File: config.mk
export PLATFORM = sky130hd
export DESIGN_NAME = p80_out_buf
export DESIGN_NICKNAME = d
export VERILOG_FILES = /design/src/sv/p80_pkg.sv /design/src/sv/p80_out_buf.sv
export VERILOG_INCLUDE_DIRS = /design/src /design/src/sv
export SDC_FILE = /design/constraint.sdc
export NUM_CORES = 1
export LEC_CHECK = 0
export BUFFER_PORTS_ARGS = -buffer_cell sky130_fd_sc_hd__buf_2
export CAP_MARGIN = 20
export CORE_MARGIN = 5
export CORE_UTILIZATION = 35
export CTS_BUF_LIST = sky130_fd_sc_hd__clkbuf_16
export CTS_CLUSTER_DIAMETER = 50
export CTS_CLUSTER_SIZE = 28
export DETAILED_ROUTE_END_ITERATION = 8
export GPL_TIMING_DRIVEN = 0
export HOLD_SLACK_MARGIN = 0.08
export PLACE_DENSITY = 0.68
export SLEW_MARGIN = 30
export SYNTH_ARGS = -nofsm -noshare
export SYNTH_HDL_FRONTEND = slang
export SYNTH_SLANG_ARGS = --single-unit
File: constraint.sdc
create_clock -name clk -period 17.9 [get_ports clk]
set_clock_uncertainty 0.05 [all_clocks]
set_input_delay 1.79 -clock clk [delete_from_list [all_inputs] [get_ports clk]]
set_output_delay 1.79 -clock clk [all_outputs]
set_load 0.01 [all_outputs]
File: src/sv/present80_block_encrypt_assert.svh
// Assertion macros for the PRESENT-80 encryption pipeline
`ifndef PRESENT80_BLOCK_ENCRYPT_ASSERT_SVH
`define PRESENT80_BLOCK_ENCRYPT_ASSERT_SVH

// antecedent implies consequent in the same cycle
`define P80_ASSERT_SAME(lbl, clk, rst_n, ante, cons, msg) \
	lbl: assert property (@(posedge clk) disable iff (!rst_n) (ante) |-> (cons)) \
	else $error(msg);

// antecedent implies consequent in the next cycle
`define P80_ASSERT_NEXT(lbl, clk, rst_n, ante, cons, msg) \
	lbl: assert property (@(posedge clk) disable iff (!rst_n) (ante) |=> (cons)) \
	else $error(msg);

`endif

File: src/sv/p80_pkg.sv
// Types, constants and round functions for the PRESENT-80 encryption pipeline
`timescale 1ns / 1ps
package p80_pkg;

	localparam int unsigned BLOCK_W        = 64;
	localparam int unsigned KEY_W          = 80;
	localparam int unsigned KEY_HIGH_W     = 16;
	localparam int unsigned RND_W          = 5;
	localparam int unsigned ROUND_COUNT_DEF = 31;
	localparam int unsigned CFG_INDEX_W    = 2;

	localparam logic [CFG_INDEX_W-1:0] REG_KEY_LOW  = 2'd0;
	localparam logic [CFG_INDEX_W-1:0] REG_KEY_HIGH = 2'd1;

	// one pipeline beat: cipher state plus the round key that goes with it
	typedef struct packed {
		logic               valid;
		logic [BLOCK_W-1:0] state;
		logic [KEY_W-1:0]   key;
	} stage_t;

	function automatic logic [3:0] sbox(input logic [3:0] x);
		logic [3:0] y;
		unique case (x)
			4'h0: y = 4'hC;
			4'h1: y = 4'h5;
			4'h2: y = 4'h6;
			4'h3: y = 4'hB;
			4'h4: y = 4'h9;
			4'h5: y = 4'h0;
			4'h6: y = 4'hA;
			4'h7: y = 4'hD;
			4'h8: y = 4'h3;
			4'h9: y = 4'hE;
			4'hA: y = 4'hF;
			4'hB: y = 4'h8;
			4'hC: y = 4'h4;
			4'hD: y = 4'h7;
			4'hE: y = 4'h1;
			default: y = 4'h2;
		endcase
		return y;
	endfunction

	function automatic logic [BLOCK_W-1:0] nibble_subst(input logic [BLOCK_W-1:0] s);
		logic [BLOCK_W-1:0] r;
		r = '0;
		for (int n = 0; n < BLOCK_W / 4; n++) begin
			r[4*n +: 4] = sbox(s[4*n +: 4]);
		end
		return r;
	endfunction

	// bit i goes to 16*i mod 63: a 6-bit rotate left by four, bit 63 fixed
	function automatic logic [BLOCK_W-1:0] perm_layer(input logic [BLOCK_W-1:0] s);
		logic [BLOCK_W-1:0] r;
		logic [5:0]         src;
		r = '0;
		for (int i = 0; i < BLOCK_W; i++) begin
			src = 6'(i);
			r[{src[1:0], src[5:2]}] = s[i];
		end
		return r;
	endfunction

	function automatic logic [KEY_W-1:0] key_update(input logic [KEY_W-1:0] k,
			input logic [RND_W-1:0] rnd);
		logic [KEY_W-1:0] n;
		n = {k[18:0], k[KEY_W-1:19]};
		n[79:76] = sbox(n[79:76]);
		n[19:15] = n[19:15] ^ rnd;
		return n;
	endfunction

endpackage

File: src/sv/p80_out_buf.sv
// Final whitening, output register and skid slot of the PRESENT-80 pipeline
`timescale 1ns / 1ps
`include "present80_block_encrypt_assert.svh"
module p80_out_buf import p80_pkg::*; (
	input  logic               clk,
	input  logic               arst_n,
	input  stage_t             last,
	input  logic               out_ready,
	output logic               out_valid,
	output logic [BLOCK_W-1:0] ciphertext,
	output logic               adv
);

	logic               out_valid_q;
	logic [BLOCK_W-1:0] cipher_q;
	logic               skid_valid_q;
	logic [BLOCK_W-1:0] skid_q;
	logic [BLOCK_W-1:0] whitened;
	logic               arrive;

	// pipeline only moves while the skid slot is free
	assign adv      = !skid_valid_q;
	assign arrive   = adv && last.valid;
	assign whitened = last.state ^ last.key[KEY_W-1:KEY_W-BLOCK_W];

	always_ff @(posedge clk or negedge arst_n) begin
		if (!arst_n) begin
			out_valid_q  <= 1'b0;
			skid_valid_q <= 1'b0;
		end else if (!out_valid_q || out_ready) begin
			if (skid_valid_q) begin
				out_valid_q  <= 1'b1;
				skid_valid_q <= 1'b0;
			end else begin
				out_valid_q <= arrive;
			end
		end else if (arrive) begin
			skid_valid_q <= 1'b1;
		end
	end

	always_ff @(posedge clk) begin
		if (!out_valid_q || out_ready) begin
			if (skid_valid_q) begin
				cipher_q <= skid_q;
			end else if (arrive) begin
				cipher_q <= whitened;
			end
		end else if (arrive) begin
			skid_q <= whitened;
		end
	end

	assign out_valid  = out_valid_q;
	assign ciphertext = cipher_q;

	`P80_ASSERT_SAME(a_skid_behind_out, clk, arst_n, skid_valid_q, out_valid_q, "skid holds a beat while output is empty")
	`P80_ASSERT_NEXT(a_stalled_arrival_kept, clk, arst_n, out_valid_q && !out_ready && arrive, skid_valid_q, "beat arriving at a stalled output was dropped")
	`P80_ASSERT_NEXT(a_skid_holds, clk, arst_n, skid_valid_q && !out_ready, skid_valid_q && out_valid_q, "skid beat lost while output stalled")
	`P80_ASSERT_NEXT(a_skid_drains, clk, arst_n, skid_valid_q && out_ready, out_valid_q && !skid_valid_q, "skid beat not moved to output")

endmodule

# == Word level (Yosys, flattened, before mapping) ==
# Index checks and enable logic that the tools add are counted.
# word_totals
in_bits,148
output_inout_bits,66
elab_cells,19
regBits,130
# classes
mux,5
bitwise,2
reduce_logical,8
# ops
cell,n
64-bit two-way mux,2
64-bit bitwise XOR,1
2-bit AND reduction,2
2-bit nonzero test,2
1-bit two-way mux,3
1-bit logical NOT,2
1-bit logical AND,1
1-bit logical OR,1
1-bit NOT,1

# == Logic depth before layout (Yosys ltp) ==
# logic_depth
word_depth,4
ltp_mapped,4
depth_no_buf,2

# == Worst setup path after synthesis ==
# OpenSTA, ideal clock, no wires.
# synth_timing
path_type,input to register
start,input port out_ready
end,register skid_q[0] (enable)
n_path_buf,0
setup_slack_ns,10.605
required_time_ns,17.272
path_stages,2
arrival_ns,6.667
path_cell_list,nand2b_1 -> nor3b_1
# synth_between
elab_chain_len,3
# synth_rtl
element,line,rtl
"start, declared",p80_out_buf.sv:8,"input logic out_ready,"
1-bit logical OR,p80_out_buf.sv:43,if (!out_valid_q || out_ready) begin
1-bit NOT (no line),-,
2-bit AND reduction (no line),-,
"end signal, assigned",p80_out_buf.sv:50,skid_q <= whitened;
"end, declared",p80_out_buf.sv:17,logic [BLOCK_W-1:0] skid_q;
# No other way between the ends.
# A chain may end at the register's enable or synchronous reset.

# == Final worst setup path ==
# layout_timing
start,register skid_valid_q
end,output port adv
# layout_between
elab_chain_len,1
# layout_rtl
element,line,rtl
"start, declared",p80_out_buf.sv:16,logic skid_valid_q;
"start signal, assigned",p80_out_buf.sv:29,skid_valid_q <= 1'b0;
"start signal, assigned",p80_out_buf.sv:33,skid_valid_q <= 1'b0;
"start signal, assigned",p80_out_buf.sv:38,skid_valid_q <= 1'b1;
1-bit logical NOT,p80_out_buf.sv:22,assign adv = !skid_valid_q;
"end, declared",p80_out_buf.sv:11,output logic adv
# No other way between the ends.

==> flow_metrics.tcl <==
set metrics [dict create \
    power.net_switching_w 0.000185 \
    critPathRequiredTime_ns 16.06 \
    die_w_um 135 \
    area_delta_synth_final_pct 37.6 \
    synthCells 272 \
    setup_viol 0 \
    critPathArrivalTime_ns 1.43 \
    p_per_area_mw_per_mm2 114 \
    hold_viol 0 \
    reg2reg_depth 5 \
    vias 3066 \
    max_slew_margin_pct 54.8 \
    maxCapViolations 0 \
    nFillCells 1283 \
    rsz0062_at_grt "false" \
    cts_setup_buffers 0 \
    power_frac_seq_pct 43.6 \
    place_ws_ns 14.19 \
    critPathMaxFanout 10 \
    regArea_mm2 0.00389 \
    tns_ns 0 \
    io_pins 214 \
    critPathKind "reg2out" \
    coreArea_mm2 0.0153 \
    setup_slack_ns 14.63 \
    yosys_warnings 0 \
    p_sw_share_pct 21.6 \
    dp.cells 691 \
    place.gp.congestion 0.722 \
    grt_max_degree 23 \
    yosysSeqAreaShare_pct 71.2 \
    drt-initial-drc-count 57 \
    synth_nets 420 \
    grt_overflow 0 \
    postSynthAreaPerCell_um2 20.1 \
    end_kind "output pin" \
    slowest_delay_ns 0.41 \
    outcome "completed" \
    cts_tree "built" \
    htreeDepth 4 \
    ys_ff_latch 130 \
    dr.pass1.iters 4 \
    p_int_w 0.000671 \
    period_needed_ns 3.27 \
    antenna_found_initial 0 \
    cp_slowest_cell "dfrtp_1" \
    synth_compound_area_share_pct 0 \
    root_buffer "clkbuf_16" \
    clockBufferDepth 2 \
    start_kind "flop" \
    fin_crit_sh_pct 18.3 \
    nNetsFinal 647 \
    antenna_left 0 \
    combPwrFrac_pct 12.6 \
    power_frac_clock_pct 43.8 \
    wl_met2_um 5230 \
    avgViaCountPerCell 4.24 \
    synth_top_family_by_area "multiplexers" \
    final_common_cell "buf_2" \
    design_area_mm2 0.00752 \
    yosys.area_share.simple_pct 0.572 \
    grt_pass1_vias 3349 \
    clk_pin_slew_ns 0.05 \
    synth_xor_xnor_area_share_pct 10.3 \
    cts_inserted_buffers 17 \
    fp-row-count 45 \
    die_h_um 135 \
    wirelength_met1_um 4520 \
    syn_area_mm2 0.00547 \
    numPortBuffers 197 \
    n_antenna_cell 0 \
    crit_chain "inv_2, buf_6, buf_6, buf_2" \
    placed_cell_area_mm2 0.00688 \
    worstMarginPinSlew_ns 0.675 \
    die-area_mm2 0.0182 \
    p_leak_nw 3.23 \
    vdd_ir_drop_max_mv 0.0551 \
    drive_above_1_share_pct 60.7 \
    maxSlewViolCount 0 \
    clock.fmax_mhz 306 \
    layout.cells.non_filler 723 \
    mostFrequentLayoutCells "198 x buf_2, 128 x edfxtp_1, 64 x xor2_1, 49 x mux2_4, 17 x clkbuf_16" \
    regToRegSetupSlack_ns 15.88 \
    start_util_pct 35.8 \
    insertion_delay_ns 0.41 \
    routed_wl_um 10800 \
    wl_per_cell_um 15.0 \
    hp-class "reg2reg" \
    gr-usage-all-layers_pct 12.0 \
    multi_input_area_mm2 0.00151 \
    drc 0 \
    wl_met3_um 923 \
    grt_pass1_wl_um 16800 \
    numClockSinks 130 \
    holdPathStages 1 \
    cpMostUsedCell "buf_6" \
    ys_types 13 \
    cts-hold-fix-buffers 0 \
    topRoutingLayerUsed "met4" \
    place_hpwl_um 8210 \
    synth-adder-area-share_pct 0 \
    muxShareOfSynthArea_pct 16.5 \
    cts_resized 0 \
]
==> logic make-up (layout without fill, tap and decap cells) <==
family | after synthesis | after routing
flops | 130 | 130
xor+xnor | 64 | 64
mux | 64 | 64
buf+inv | 8 | 248
simple gates | 6 | 6
==> routing by layer <==
| layer | track usage [%] | vias to the layer above |
|---|---|---|
| li1 | - | 1471 |
| met1 | 14.4 | 1455 |
| met2 | 19.7 | 126 |
| met3 | 4.17 | 14 |
| met4 | 5.04 | 0 |
| met5 | 0 | - |
==> state kept, by name, indices dropped and copies added, names as in the netlist <==
| name | flops |
|---|---|
| out_valid | 1 |
| ciphertext | 64 |
| skid_valid_q | 1 |
| skid_q | 64 |
==> power by group through the flow <==
stage / logic, W / clock network [W] / registers (W)
final: 0.000108 / 0.000375 / 0.000373
after global routing: 0.000117 / 0.000397 / 0.000375
after CTS: 0.000110 / 0.000384 / 0.000373
after detailed placement: 0.000110 / 0 / 0.000379
after global placement: 0.000101 / 0 / 0.000382
after floorplan: 0.0000515 / 0 / 0.000389
==> synthesized netlist by cell type (all sizes together) <==
cell,count,area share [%]
buf,7,1.3
dfrtp,2,0.92
nor2,2,0.14
nor2b,1,0.11
mux2,64,17
edfxtp,128,70
nand2,1,0.069
xor2,64,10
inv,1,0.069
nor3b,1,0.14
nand2b,1,0.11
==> area by class of cell <==
cell class                 instances  area share, %
multi-input combinational        134           20.1
timing repair buffer             208           15.1
buffer                             7          0.965
clock inverter                    15           2.88
tap                              211           3.51
inverter                           1         0.0499
sequential                       130           51.8
clock buffer                      17           5.66
==> final timing paths <==
kind,from,to
min reg2reg,skid_q[63],ciphertext[63]
max in group asynchronous,arst_n,out_valid
min,skid_q[63],ciphertext[63]
max reg2reg,out_valid,skid_q[30]
max,skid_valid_q,adv
min in group asynchronous,arst_n,skid_valid_q
==> critical path: cells and delay by family (launching register included) <==
family	cells	cell delay [ns]
buf+inv	4	0.61
flops	1	0.41
==> per-stage QoR <==
stage	util (%)	hold WS, ns	power (W)
2_1_floorplan	-	0.451	0.000441
3_3_place_gp	44.0	0.463	0.000483
5_1_grt	49.3	0.504	0.000890
6_report	49.3	0.496	0.000856
3_5_place_dp	45.1	0.485	0.000490
4_1_cts	49.3	0.497	0.000867
Power figures use the tool's default switching activity.
