==> src/sv/present80_block_encrypt_assert.svh <==
// Assertion macros for the PRESENT-80 encryption pipeline
`ifndef PRESENT80_BLOCK_ENCRYPT_ASSERT_SVH
`define PRESENT80_BLOCK_ENCRYPT_ASSERT_SVH

// antecedent implies consequent in the same cycle
`define P80_ASSERT_SAME(lbl, clk, rst_n, ante, cons, msg) \
	lbl: assert property (@(posedge clk) disable iff (!rst_n) (ante) |-> (cons)) \
	else $error(msg);

// antecedent implies consequent in the next cycle
`define P80_ASSERT_NEXT(lbl, clk, rst_n, ante, cons, msg) \
	lbl: assert property (@(posedge clk) disable iff (!rst_n) (ante) |=> (cons)) \
	else $error(msg);

`endif

==> src/sv/p80_pkg.sv <==
// Types, constants and round functions for the PRESENT-80 encryption pipeline
`timescale 1ns / 1ps
package p80_pkg;

	localparam int unsigned BLOCK_W        = 64;
	localparam int unsigned KEY_W          = 80;
	localparam int unsigned KEY_HIGH_W     = 16;
	localparam int unsigned RND_W          = 5;
	localparam int unsigned ROUND_COUNT_DEF = 31;
	localparam int unsigned CFG_INDEX_W    = 2;

	localparam logic [CFG_INDEX_W-1:0] REG_KEY_LOW  = 2'd0;
	localparam logic [CFG_INDEX_W-1:0] REG_KEY_HIGH = 2'd1;

	// one pipeline beat: cipher state plus the round key that goes with it
	typedef struct packed {
		logic               valid;
		logic [BLOCK_W-1:0] state;
		logic [KEY_W-1:0]   key;
	} stage_t;

	function automatic logic [3:0] sbox(input logic [3:0] x);
		logic [3:0] y;
		unique case (x)
			4'h0: y = 4'hC;
			4'h1: y = 4'h5;
			4'h2: y = 4'h6;
			4'h3: y = 4'hB;
			4'h4: y = 4'h9;
			4'h5: y = 4'h0;
			4'h6: y = 4'hA;
			4'h7: y = 4'hD;
			4'h8: y = 4'h3;
			4'h9: y = 4'hE;
			4'hA: y = 4'hF;
			4'hB: y = 4'h8;
			4'hC: y = 4'h4;
			4'hD: y = 4'h7;
			4'hE: y = 4'h1;
			default: y = 4'h2;
		endcase
		return y;
	endfunction

	function automatic logic [BLOCK_W-1:0] nibble_subst(input logic [BLOCK_W-1:0] s);
		logic [BLOCK_W-1:0] r;
		r = '0;
		for (int n = 0; n < BLOCK_W / 4; n++) begin
			r[4*n +: 4] = sbox(s[4*n +: 4]);
		end
		return r;
	endfunction

	// bit i goes to 16*i mod 63: a 6-bit rotate left by four, bit 63 fixed
	function automatic logic [BLOCK_W-1:0] perm_layer(input logic [BLOCK_W-1:0] s);
		logic [BLOCK_W-1:0] r;
		logic [5:0]         src;
		r = '0;
		for (int i = 0; i < BLOCK_W; i++) begin
			src = 6'(i);
			r[{src[1:0], src[5:2]}] = s[i];
		end
		return r;
	endfunction

	function automatic logic [KEY_W-1:0] key_update(input logic [KEY_W-1:0] k,
			input logic [RND_W-1:0] rnd);
		logic [KEY_W-1:0] n;
		n = {k[18:0], k[KEY_W-1:19]};
		n[79:76] = sbox(n[79:76]);
		n[19:15] = n[19:15] ^ rnd;
		return n;
	endfunction

endpackage

==> src/sv/p80_round.sv <==
// One PRESENT round as a pipeline stage: add key, S-box layer, permutation, key schedule
`timescale 1ns / 1ps
module p80_round import p80_pkg::*; #(
	parameter logic [RND_W-1:0] ROUND_IDX = 5'd1
) (
	input  logic   clk,
	input  logic   arst_n,
	input  logic   en,
	input  stage_t din,
	output stage_t dout
);

	logic               valid_s1;
	logic [BLOCK_W-1:0] state_s1;
	logic [KEY_W-1:0]   key_s1;
	logic [BLOCK_W-1:0] mixed;

	assign mixed = din.state ^ din.key[KEY_W-1:KEY_W-BLOCK_W];

	always_ff @(posedge clk or negedge arst_n) begin
		if (!arst_n) begin
			valid_s1 <= 1'b0;
		end else if (en) begin
			valid_s1 <= din.valid;
		end
	end

	always_ff @(posedge clk) begin
		if (en) begin
			state_s1 <= perm_layer(nibble_subst(mixed));
			key_s1   <= key_update(din.key, ROUND_IDX);
		end
	end

	assign dout.valid = valid_s1;
	assign dout.state = state_s1;
	assign dout.key   = key_s1;

endmodule

==> config.mk <==
export PLATFORM = sky130hd
export DESIGN_NAME = p80_round
export DESIGN_NICKNAME = d
export VERILOG_FILES = /design/src/sv/present80_block_encrypt_assert.svh /design/src/sv/p80_pkg.sv /design/src/sv/p80_round.sv
export SDC_FILE = /design/constraint.sdc
export NUM_CORES = 1
export LEC_CHECK = 0
export BUFFER_PORTS_ARGS = -buffer_cell sky130_fd_sc_hd__buf_2
export CAP_MARGIN = 10
export CORE_MARGIN = 3
export CORE_UTILIZATION = 53
export CTS_CLUSTER_DIAMETER = 80
export DETAILED_ROUTE_END_ITERATION = 8
export PLACE_DENSITY = 0.86
export SETUP_SLACK_MARGIN = 0.15
export SYNTH_ARGS = -nofsm -noshare
export SYNTH_HDL_FRONTEND = slang
export SYNTH_SLANG_ARGS = --single-unit
export TNS_END_PERCENT = 100
==> constraint.sdc <==
create_clock -name clk -period 1.15 [get_ports clk]
set_input_delay 0 -clock clk [delete_from_list [all_inputs] [get_ports clk]]
set_output_delay 0 -clock clk [all_outputs]
set_load 0.005 [all_outputs]
=== Word level (Yosys, flattened, before mapping) ===
Memories as Yosys holds them, arrays and structs flattened. A register that Yosys moved wholly into a read port is not among the register bits.
Index checks and enable logic that the tools add are counted.

* Add/sub/neg operators: 0
* $mul: 0
* Divide/modulo/power cells: 0
* $lt $le $gt $ge: 0
* Equality and inequality tests: 0
* Shift operators: 0
* Mux-type cells: 0
* Bitwise logic cells: 2
* Reductions and logical operators: 0

{| class="wikitable"
|+ Operators with widths
! kind !! number
|-
| 64-bit XOR || 1
|-
| 1-bit NOT || 1
|}

* Flip-flop bits (word level): 81
* Bits in latches: 0
* RAM bits: 0
* Memory bits (read-only): 1088
* Output and inout port bits: 145
* Logic and storage cells: 21
* Memories: 17

{| class="wikitable"
|+ Memories
! name !! depth !! width !! read ports !! clocked after Yosys merged registers in !! write ports !! RTL line !! RTL
|-
| (name not given) || 16 || 4 || 1 || 1 || 0 || p80_pkg.sv:24 || <nowiki>unique case (x)</nowiki>
|-
| (name not given) || 16 || 4 || 1 || 1 || 0 || p80_pkg.sv:24 ||
|-
| (name not given) || 16 || 4 || 1 || 1 || 0 || p80_pkg.sv:24 ||
|-
| (name not given) || 16 || 4 || 1 || 1 || 0 || p80_pkg.sv:24 ||
|-
| (name not given) || 16 || 4 || 1 || 1 || 0 || p80_pkg.sv:24 ||
|-
| (name not given) || 16 || 4 || 1 || 1 || 0 || p80_pkg.sv:24 ||
|-
| 11 more memories || n/a || n/a || n/a || n/a || n/a || n/a ||
|}

=== Depth between registers and ports, before layout ===
Gate-level depths: netlist of run 1.

* Depth after elaboration: 1
* Depth in mapped cells: 6

=== Least setup slack after synthesis of run 1 ===
No wires, ideal clock.

* Path kind: input to register
* Start: input din[17] (netlist bit)
* End: register state_s1[32], data pin
* Library setup time: 272 ps
* Data arrival time: 1190 ps
* Required time: 878 ps
* Slack: -312 ps
* Stages: 5
* Path buffers: 1
* Path through: buf_2 > xnor2_1 > inv_1 > ha_1 > mux4_2

* Longest elaborated chain between the ends: 1

{| class="wikitable"
|+ RTL lines
! element !! RTL line !! RTL
|-
| start, declared || p80_round.sv:9 || <nowiki>input stage_t din,</nowiki>
|-
| 64-bit XOR || p80_round.sv:18 || <nowiki>assign mixed = din.state ^ din.key[KEY_W-1:KEY_W-BLOCK_W];</nowiki>
|-
| end, declared || p80_round.sv:14 || <nowiki>logic [BLOCK_W-1:0] state_s1;</nowiki>
|}

Every way passes these cells.
A chain may end at the register's enable or synchronous reset.

=== Final worst setup path of run 1 ===
* Start: input din[89] (netlist bit)
* End: register state_s1[34], data pin

Same word-level chain as after synthesis.

==> run metrics, run 1 <==
Max clock buf depth 2; Commonest cells post-synth edfxtp_1 (144), inv_1 (65), ha_1 (53), mux2i_1 (47), xnor2_1 (44); Pleak 5.34 nW; CP arrival 1.16 ns; post-route setup slack 0.143 ns; TritonCTS Sinks 145; Post-synth EDFFs 144; GRT Total Usage 0.310; Worst EP required 1.30 ns; met3 routed WL 1.79 mm; cells after synthesis 489; core area 14,000 sq um; Hold EP key_s1[9]$_DFFE_PP_; Rows 43; total CTS buffers 17; DR vias 6,359; total wire length 25.5 mm; Layout Utilization 0.874; min-delay src en; top_reg_cell synth edfxtp_1; # setup viols final 0; vias in the first global route 6,988; max-cap violations 0; clock-pin slew on the worst setup and hold paths 0.06 ns; Post-Syn Area per Cell 15.6 sq um; H-tree Lvls 4; run status finished with violations; DIE HEIGHT 126 um; Filler cells 604; count leader, synth edfxtp_1; Post-Synthesis Cell Area 7630 sq um; switching portion of total power 0.273; Final min period 1.01 ns; P_sw 4.67 mW; Hold Path Stages 1; #FFs+latches synth 145; remaining global-route overflow 0; Top Metal Used met4; clk_skew 0 ns; Crit Path Class primary input to flop; hold slack -0.0369 ns; crit path launch din[89]; Top Ports 293; Antenna Violating Nets Remaining 0; setup TNS 0 ns; Synthesized Nets 690; area grow syn2layout 60.2%; failing checks negative hold slack; pre-CTS setup slack -0.290 ns; share of layout cells above drive strength 1 0.541; Avg WL per Cell 21.8 um; Final Max Slew Viols 0; top-area cell type share of the netlist area 0.566; first-pass GRT wire length 37.6 mm; worst reg2reg setup slack 0.41 ns; IO Port Bufs 292; First-pass DRT Iterations 5; Remaining DRCs 0; synth top area cells edfxtp_1 (57%), ha_1 (8.7%), mux2i_1 (6.2%), xnor2_1 (5.0%), mux4_1 (3.8%); r2r startpoint valid_s1$_DFFE_PN0P_; element type at the critical path start primary input; r2r endpoint valid_s1$_DFFE_PN0P_; Worst-Skew Late Latency 0.42 ns; CTS Root Buffer Type clkbuf_16; RSZ-0062 raised after global routing yes; Antenna Cells 0; Initial Util 0.546; total die area 15,900 sq um; period utilization 0.876; clock power share 0.321; CTS Hold Buffers Added 79; share of synthesized registers carrying an async set or reset 0.00690; metal1 wirelength 8.27 mm; layout net count 1,176; Fin. Hold Viols 18; Worst Tran Pin Value 0.508 ns; Pwr Total 17.1 mW; crit path max fanout 3; GP Congestion 0.848; die width 126 um; Met2 Wirelength 14.0 mm; combinational share of power 0.280; leading area contributor after synthesis edfxtp_1; Slew headroom 0.660; VDD IR max 914 uV; CP endpoint kind flop; P_int 12.5 mW; Hold Path Class primary input to flop; Netlist cell types 29; pwr dens 1400 nW/um^2; cells on worst reg2reg path 1; pin count of the biggest net entering global routing 31; Peak Freq 993 MHz; vias per cell 5.45; initial antenna violation count 0; Synth warnings 0; Seq/Total Area, Yosys 0.570; HPWL Detailed 15.7 mm; CTS tree done; drt first-iter violations 496; Flop pwr share 0.400
power by group through the flow:
stage          Clock [mW]  Sequential, mW  Combinational (mW)
2_1_floorplan           0            6.99                1.92
3_3_place_gp            0            6.88                3.93
3_5_place_dp            0            6.91                4.20
4_1_cts              5.46            6.81                4.47
5_1_grt              5.74            6.89                5.12
6_report             5.49            6.84                4.79
metal layers:
layer | vias to the layer above | track usage
met1 | 3090 | 0.317
met3 | 106 | 0.0666
met4 | 0 | 0.170
met2 | 381 | 0.583
met5 | - | 0
li1 | 2782 | -
cell type report:
class / instances / area (sq um) / area share
flip-flops and latches: 145 / 4350 / 0.356
multi-input cells: 275 / 3770 / 0.308
repair buffers: 470 / 3060 / 0.251
clock buffers: 17 / 425 / 0.0348
inverters: 66 / 250 / 0.0205
well taps: 180 / 225 / 0.0184
clock inverters: 14 / 146 / 0.0120
placed cells by master, fill, tap and decap left out, types with 2 or more instances in the layout:
cell type,instances
ha_1,35
xor2_1,2
buf_12,4
xor2_4,15
nand2_1,3
dlygate4sd3_1,79
xnor2_1,27
inv_1,56
xor2_2,16
xnor2_4,17
o21a_1,2
o221a_2,14
mux2_2,2
mux2i_1,47
xnor2_2,5
buf_6,3
buf_2,289
buf_4,95
ha_4,16
o211ai_1,14
clkinv_1,4
mux4_2,19
edfxtp_1,144
ha_2,2
clkbuf_16,17
inv_2,9
nand3_1,15
o21ai_1,2
bufinv_16,3
o21ai_0,16
clkinv_2,5
worst max-delay path: stages:
cell and delay, ns:
buf_2 0.14, xnor2_4 0.21, inv_1 0.11, ha_4 0.23, mux4_2 0.48
flip-flops by register name, indices dropped and copies added (netlist names):
signal and flops:
valid_s1 1, key_s1 80, state_s1 64
stage by stage:
stage / instances / area (sq um)
floorplan: 489 / 8300
global placement: 1053 / 10700
detailed placement: 1053 / 10700
CTS: 1163 / 12100
global route: 1167 / 12200
finish: 1167 / 12200
cells by family after synthesis:
logic type,Yosys count,share of synthesized area
AOI/OAI and AO/OA,51,0.0520
xor gates and xnor gates,82,0.116
and+or+nand+nor,21,0.0136
buffers and inverters,69,0.0356
muxes,68,0.126
DFF,145,0.570
adders and majority gates,53,0.0869
worst max-delay path by stage:
stage	endpoint	slack (ns)
final	state_s1[34]$_DFFE_PP_	0.14
after global routing	state_s1[34]$_DFFE_PP_	0.12
after CTS	state_s1[34]$_DFFE_PP_	0.15
after detailed placement	state_s1[38]$_DFFE_PP_	-0.29
after global placement	state_s1[41]$_DFFE_PP_	-0.25
after floorplan	state_s1[32]$_DFFE_PP_	-0.16
timing repair:
item,4_1_cts,5_1_grt
setup endpoints to repair,1,20
endpoints found under the hold margin,96,18
buffers inserted,0,4
gates resized for setup,1,17
pin swaps,0,9
Power figures use the tool's default switching activity.
==> run 2, diff against run 1 <==
--- a/config.mk
+++ b/config.mk
@@ -5,13 +5,14 @@
 export SDC_FILE = /design/constraint.sdc
 export NUM_CORES = 1
 export LEC_CHECK = 0
-export BUFFER_PORTS_ARGS = -buffer_cell sky130_fd_sc_hd__buf_2
+export ABC_AREA = 0
+export BUFFER_PORTS_ARGS = -buffer_cell sky130_fd_sc_hd__clkbuf_2
 export CAP_MARGIN = 10
 export CORE_MARGIN = 3
-export CORE_UTILIZATION = 53
+export CORE_UTILIZATION = 50
 export CTS_CLUSTER_DIAMETER = 80
 export DETAILED_ROUTE_END_ITERATION = 8
-export PLACE_DENSITY = 0.86
+export PLACE_DENSITY = 0.81
 export SETUP_SLACK_MARGIN = 0.15
 export SYNTH_ARGS = -nofsm -noshare
 export SYNTH_HDL_FRONTEND = slang
==> constraint.sdc (replaced) <==
create_clock -name clk -period 1 [get_ports clk]
set_input_delay 0 -clock clk [delete_from_list [all_inputs] [get_ports clk]]
set_output_delay 0 -clock clk [all_outputs]
set_load 0.005 [all_outputs]
==> run metrics, run 2 (synthesized netlist as in run 1, its figures left out) <==
area post-placement 11,300 sq um (was 10,700 sq um); Hold Path Stages 1 (unchanged); VDD IR max 1710 uV (was 914 uV); TritonCTS Sinks 145 (unchanged); layout net count 1,221 (was 1,176); Initial Util 0.517 (was 0.546); Final Max Slew Viols 0 (unchanged); Hold EP key_s1[10]$_DFFE_PP_ (was key_s1[9]$_DFFE_PP_); Hold Path Class primary input to flop (unchanged); fin area 14,000 sq um (was 12,200 sq um); commonest non-fill, non-tap cell in the layout edfxtp_1 (was buf_2); share of layout cells above drive strength 1 0.624 (was 0.541); post-route setup slack -0.0773 ns (was 0.143 ns); CTS Hold Buffers Added 79 (unchanged); Pwr Total 22.8 mW (was 17.1 mW); area of the multi-input gates 4400 sq um (was 3770 sq um); CP endpoint kind flop (unchanged); Final min period 1.08 ns; pin count of the biggest net entering global routing 28 (was 31); total wire length 38.0 mm (was 25.5 mm); H-tree Lvls 4 (unchanged); # placed instances 1,076 (was 1,053); Slew headroom 0.696 (was 0.660); clock-pin slew on the worst setup and hold paths 0.07 ns (was 0.06 ns); DIE HEIGHT 130 um (was 126 um); total CTS buffers 17 (unchanged); total die area 16,800 sq um (was 15,900 sq um); min-delay src en (unchanged); Peak Freq 928 MHz; # setup viols final 16 (was 0); Max clock buf depth 2 (unchanged); first-pass GRT wire length 44.5 mm (was 37.6 mm); most frequent cells in the layout edfxtp_1 (144), clkbuf_2 (131), buf_4 (106) (was buf_2 (289), edfxtp_1 (144), buf_4 (95)); GP Congestion 0.804 (was 0.848); Crit Path Class primary input to flop (unchanged); period utilization 1.08; Worst-Skew Late Latency 0.44 ns (was 0.42 ns); vias per cell 6.19 (was 5.45); register name with the most flops key_s1 (unchanged); crit path max fanout 3 (unchanged); Pleak 5.94 nW (was 5.34 nW); r2r endpoint valid_s1$_DFFE_PN0P_ (unchanged); Worst EP required 1.14 ns (was 1.30 ns); HPWL Detailed 16.4 mm (was 15.7 mm); GRT Total Usage 0.362 (was 0.310); worst stage delay on the critical path 0.24 ns (was 0.48 ns); area grow syn2layout 83.5% (was 60.2%); Avg WL per Cell 31.1 um (was 21.8 um); remaining global-route overflow 0 (unchanged); DR vias 7,544 (was 6,359); Layout Utilization 0.949 (was 0.874); element type at the critical path start primary input (unchanged); failing checks negative hold slack, negative setup slack (was negative hold slack); max-cap violations 0 (unchanged); Rows 44 (was 43); Reg area 4350 sq um (unchanged); crit-path cells clkbuf_2, xor2_4, buf_4, ha_4, mux2i_1, o21ai_0 (was buf_2, xnor2_4, inv_1, ha_4, mux4_2); worst reg2reg setup slack 0.11 ns (was 0.41 ns); RSZ-0062 raised after global routing yes (unchanged); Filler cells 365 (was 604); Worst path slowest cell xor2_4 (was mux4_2); critical path's top delay family buffers and inverters (was multiplexers); pre-CTS setup slack -0.429 ns (was -0.290 ns); Top Ports 293 (unchanged); r2r startpoint valid_s1$_DFFE_PN0P_ (unchanged); biggest registers after layout key_s1 x80, state_s1 x64, valid_s1 x1 (unchanged); core area 14,800 sq um (was 14,000 sq um); CP arrival 1.22 ns (was 1.16 ns); vias in the first global route 7,358 (was 6,988); Bufs and invs on worst path 2 (unchanged); Final Non-Filler Cells 1,219 (was 1,167); Fin. Hold Viols 10 (was 18); drt first-iter violations 761 (was 496); hold slack -0.0711 ns (was -0.0369 ns); cell depth of the worst setup path 6 (was 5); die width 130 um (was 126 um); pwr dens 1630 nW/um^2 (was 1400 nW/um^2); clk_skew 0 ns (unchanged); IO Port Bufs 292 (unchanged); CTS Root Buffer Type clkbuf_16 (unchanged); Worst Tran Pin Value 0.454 ns (was 0.508 ns); run status finished with violations (unchanged); Antenna Violating Nets Remaining 0 (unchanged); max reg flops 80 (unchanged); CTS tree done (unchanged); initial antenna violation count 2 (was 0); Remaining DRCs 0 (unchanged); cells on worst reg2reg path 2 (was 1); First-pass DRT Iterations 5 (unchanged)
run 2: changes by cell type in the layout (fill, tap and decap cells not counted), sizes merged:
| cell | before | now |
|---|---|---|
| clkinv | 9 | 5 |
| buf | 391 | 289 |
| inv | 67 | 66 |
| diode | 0 | 2 |
| clkbuf | 17 | 167 |
| bufinv | 3 | 6 |
run 2: per-stage QoR:
| stage | hold WS (ns) | TNS [ns] |
|---|---|---|
| 2_1_floorplan | -0.296 | -3.78 |
| 3_3_place_gp | -0.214 | -16.81 |
| 3_5_place_dp | -0.214 | -19.45 |
| 4_1_cts | -0.0654 | 0 |
| 5_1_grt | -0.0762 | -0.596 |
| 6_report | -0.0711 | -0.389 |
run 2: where the power goes:
group	internal, mW	switching (mW)	leakage, nW
logic	3.80	3.62	4.21
clock network	4.66	2.73	0.311
registers	7.64	0.321	1.42
run 2: cell type report:
cell class	instances	share of cell area
inverter	66	0.0193
tap	184	0.0164
sequential	145	0.311
multi-input combinational	275	0.314
clock inverter	12	0.0152
antenna	2	0.000357
timing repair buffer	515	0.293
clock buffer	20	0.0312
run 2: how the worst max path moves through the flow:
stage / from / endpoint / slack, ns
CTS: key_s1[77]$_DFFE_PP_ / dout[77] / 0.01
detailed placement: din[53] / state_s1[41]$_DFFE_PP_ / -0.43
finish: din[64] / state_s1[60]$_DFFE_PP_ / -0.08
global route: din[48] / state_s1[8]$_DFFE_PP_ / -0.09
global placement: din[53] / state_s1[41]$_DFFE_PP_ / -0.40
floorplan: din[17] / state_s1[32]$_DFFE_PP_ / -0.28
run 2: worst reg2reg max path, delay by kind of cell (launching register included):
| kind | cells | cell delay (ns) |
|---|---|---|
| DFF | 1 | 0.38 |
| buffers and inverters | 1 | 0.13 |
| muxes | 1 | 0.26 |
run 2: timing repair:
action / CTS / global route
hold endpoints to repair: 87 / 10
setup endpoints to repair: 182 / 193
gates resized for setup: 101 / 278
pin swaps: 33 / 57
setup buffers: 12 / 18
run 2: layer usage:
layer / track usage / wire length [um]
met5: 0 / 0
met4: 0.181 / 3510
met2: 0.667 / 19000
met3: 0.0927 / 3840
met1: 0.380 / 11600
==> run 3, diff against run 2 <==
--- a/config.mk
+++ b/config.mk
@@ -14,6 +14,7 @@
 export DETAILED_ROUTE_END_ITERATION = 8
 export PLACE_DENSITY = 0.81
 export SETUP_SLACK_MARGIN = 0.15
+export SKIP_LAST_GASP = 1
 export SYNTH_ARGS = -nofsm -noshare
 export SYNTH_HDL_FRONTEND = slang
 export SYNTH_SLANG_ARGS = --single-unit
==> run metrics, run 3 (synthesized netlist as in run 1, its figures left out) <==
setup TNS -0.158 ns (was -0.389 ns); Layout Utilization 0.943 (was 0.949); period utilization 1.04 (was 1.08); Slew headroom 0.686 (was 0.696); area grow syn2layout 82.3% (was 83.5%); area post-placement 11,300 sq um (unchanged); clk_skew 0 ns (unchanged); element type at the critical path start primary input (unchanged); GP Congestion 0.804 (unchanged); RSZ-0062 raised after global routing yes (unchanged); # setup viols final 10 (was 16); register name with the most flops key_s1 (unchanged); Final Non-Filler Cells 1,217 (was 1,219); clock-pin slew on the worst setup and hold paths 0.07 ns (about the same); min-delay src en (unchanged); CP endpoint kind flop (unchanged); CTS Root Buffer Type clkbuf_16 (unchanged); total wire length 36.2 mm (was 38.0 mm); pwr dens 1620 nW/um^2 (was 1630 nW/um^2); Top Ports 293 (unchanged); max-cap violations 0 (unchanged); core area 14,800 sq um (unchanged); Pwr Total 22.6 mW (was 22.8 mW); CP arrival 1.22 ns (about the same); Antenna Violating Nets Remaining 0 (unchanged); met1 Usage GRT 0.380 (unchanged); DIE HEIGHT 130 um (unchanged); VDD IR max 1710 uV (about the same); vias in the first global route 7,358 (unchanged); remaining global-route overflow 0 (unchanged); r2r startpoint valid_s1$_DFFE_PN0P_ (unchanged); Worst Tran Pin Value 0.469 ns (was 0.454 ns); DR vias 7,373 (was 7,544); total CTS buffers 17 (unchanged); Hold Path Class primary input to flop (unchanged); Hold Path Stages 1 (unchanged); failing checks negative hold slack, negative setup slack (unchanged); GR met3 Demand/Resource 0.0927 (unchanged); r2r endpoint valid_s1$_DFFE_PN0P_ (unchanged); Final min period 1.04 ns (was 1.08 ns); drt first-iter violations 758 (was 761); CTS Hold Buffers Added 79 (unchanged); crit-path cells buf_6, buf_4, xor2_4, ha_4, and3_1, a311oi_1 (was clkbuf_2, xor2_4, buf_4, ha_4, mux2i_1, o21ai_0); CTS tree done (unchanged); crit path max fanout 2 (was 3); Pleak 5.94 nW (about the same); die width 130 um (unchanged); Peak Freq 961 MHz (was 928 MHz); Final Max Slew Viols 0 (unchanged); GRT Total Usage 0.362 (unchanged); busiest metal layer after global routing met2 (unchanged); Worst-Skew Late Latency 0.43 ns (was 0.44 ns); HPWL Detailed 16.4 mm (unchanged); IO Port Bufs 292 (unchanged); Worst path slowest cell a311oi_1 (was xor2_4); run status finished with violations (unchanged); first-pass GRT wire length 44.5 mm (unchanged); layout net count 1,221 (unchanged); Remaining DRCs 0 (unchanged); pin count of the biggest net entering global routing 28 (unchanged); hold slack -0.0472 ns (was -0.0711 ns); First-pass DRT Iterations 5 (unchanged); most frequent cells in the layout clkbuf_2 (230), edfxtp_1 (144), buf_4 (111) (was edfxtp_1 (144), clkbuf_2 (131), buf_4 (106)); Rows 44 (unchanged); fin area 13,900 sq um (was 14,000 sq um); Initial Util 0.517 (unchanged); H-tree Lvls 4 (unchanged); vias per cell 6.06 (was 6.19); max reg flops 80 (unchanged); # placed instances 1,076 (unchanged); biggest registers after layout key_s1 x80, state_s1 x64, valid_s1 x1 (unchanged); Antenna Cells 0 (was 2); pre-CTS setup slack -0.429 ns (unchanged); total die area 16,800 sq um (unchanged); Hold EP key_s1[73]$_DFFE_PP_ (was key_s1[10]$_DFFE_PP_); Fin. Hold Viols 9 (was 10); initial antenna violation count 0 (was 2); worst reg2reg setup slack 0.10 ns (was 0.11 ns); worst stage delay on the critical path 0.39 ns (was 0.24 ns); M2 GR Usage 0.667 (unchanged); Max clock buf depth 2 (unchanged); TritonCTS Sinks 145 (unchanged); cells on worst reg2reg path 2 (unchanged); post-route setup slack -0.0402 ns (was -0.0773 ns); share of layout cells above drive strength 1 0.621 (was 0.624); commonest non-fill, non-tap cell in the layout clkbuf_2 (was edfxtp_1); Crit Path Class primary input to flop (unchanged); Avg WL per Cell 29.7 um (was 31.1 um); Worst EP required 1.18 ns (was 1.14 ns)
## run 3: cell types whose count changed in the layout (fill, tap and decap cells not counted)
cell      previous run  this run
clkbuf_8            14        17
mux2_2               1         2
buf_4              106       111
diode_2              2         0
buf_6               54        41
clkbuf_2           131       230
buf_2               95         5
buf_8               30        26
mux2_4               1         0
inv_2               24        21
inv_1               39        42
## run 3: area by class of cell
type	count	area (sq um)
Clock buffer	20	437
Tap cell	184	230
Timing Repair Buffer	515	4020
Sequential cell	145	4350
Fill cell	399	840
Clock inverter	12	213
Inverter	66	270
Multi-Input combinational cell	275	4400
## run 3: worst max path at each step
| stage | endpoint | depth (start not counted) | start | slack (ns) |
|---|---|---|---|---|
| 4_1_cts | dout[77] | 1 | key_s1[77]$_DFFE_PP_ | 0.01 |
| 5_1_grt | state_s1[59]$_DFFE_PP_ | 6 | din[124] | -0.25 |
| 3_3_place_gp | state_s1[41]$_DFFE_PP_ | 5 | din[53] | -0.40 |
| 6_report | state_s1[59]$_DFFE_PP_ | 6 | din[124] | -0.04 |
| 2_1_floorplan | state_s1[32]$_DFFE_PP_ | 5 | din[17] | -0.28 |
| 3_5_place_dp | state_s1[41]$_DFFE_PP_ | 5 | din[53] | -0.43 |
## run 3: repair_timing
action,CTS,global route
endpoints found under the hold margin,87,9
buffers inserted,12,18
pin swaps,33,57
setup endpoints to repair,182,193
gates resized for setup,101,155
## run 3: worst max-delay path, delay by kind of cell
kind	cells	cell delay [ns]
AOI/OAI and AO/OA	1	0.39
buffers and inverters	2	0.26
adders and majority gates	1	0.25
and+or+nand+nor	1	0.17
xor gates and xnor gates	1	0.15
## run 3: layer usage
metal	wire length [um]	vias to the layer above
met5	0	-
met4	2900	0
met3	3710	228
met2	18300	738
met1	11300	3528
li1	-	2879
## run 3: power by group
part	leakage, nW	internal, mW	switching [mW]	total [mW]
clock	0.311	4.66	2.66	7.31
sequential	1.42	7.64	0.341	7.98
combinational	4.20	3.72	3.54	7.26
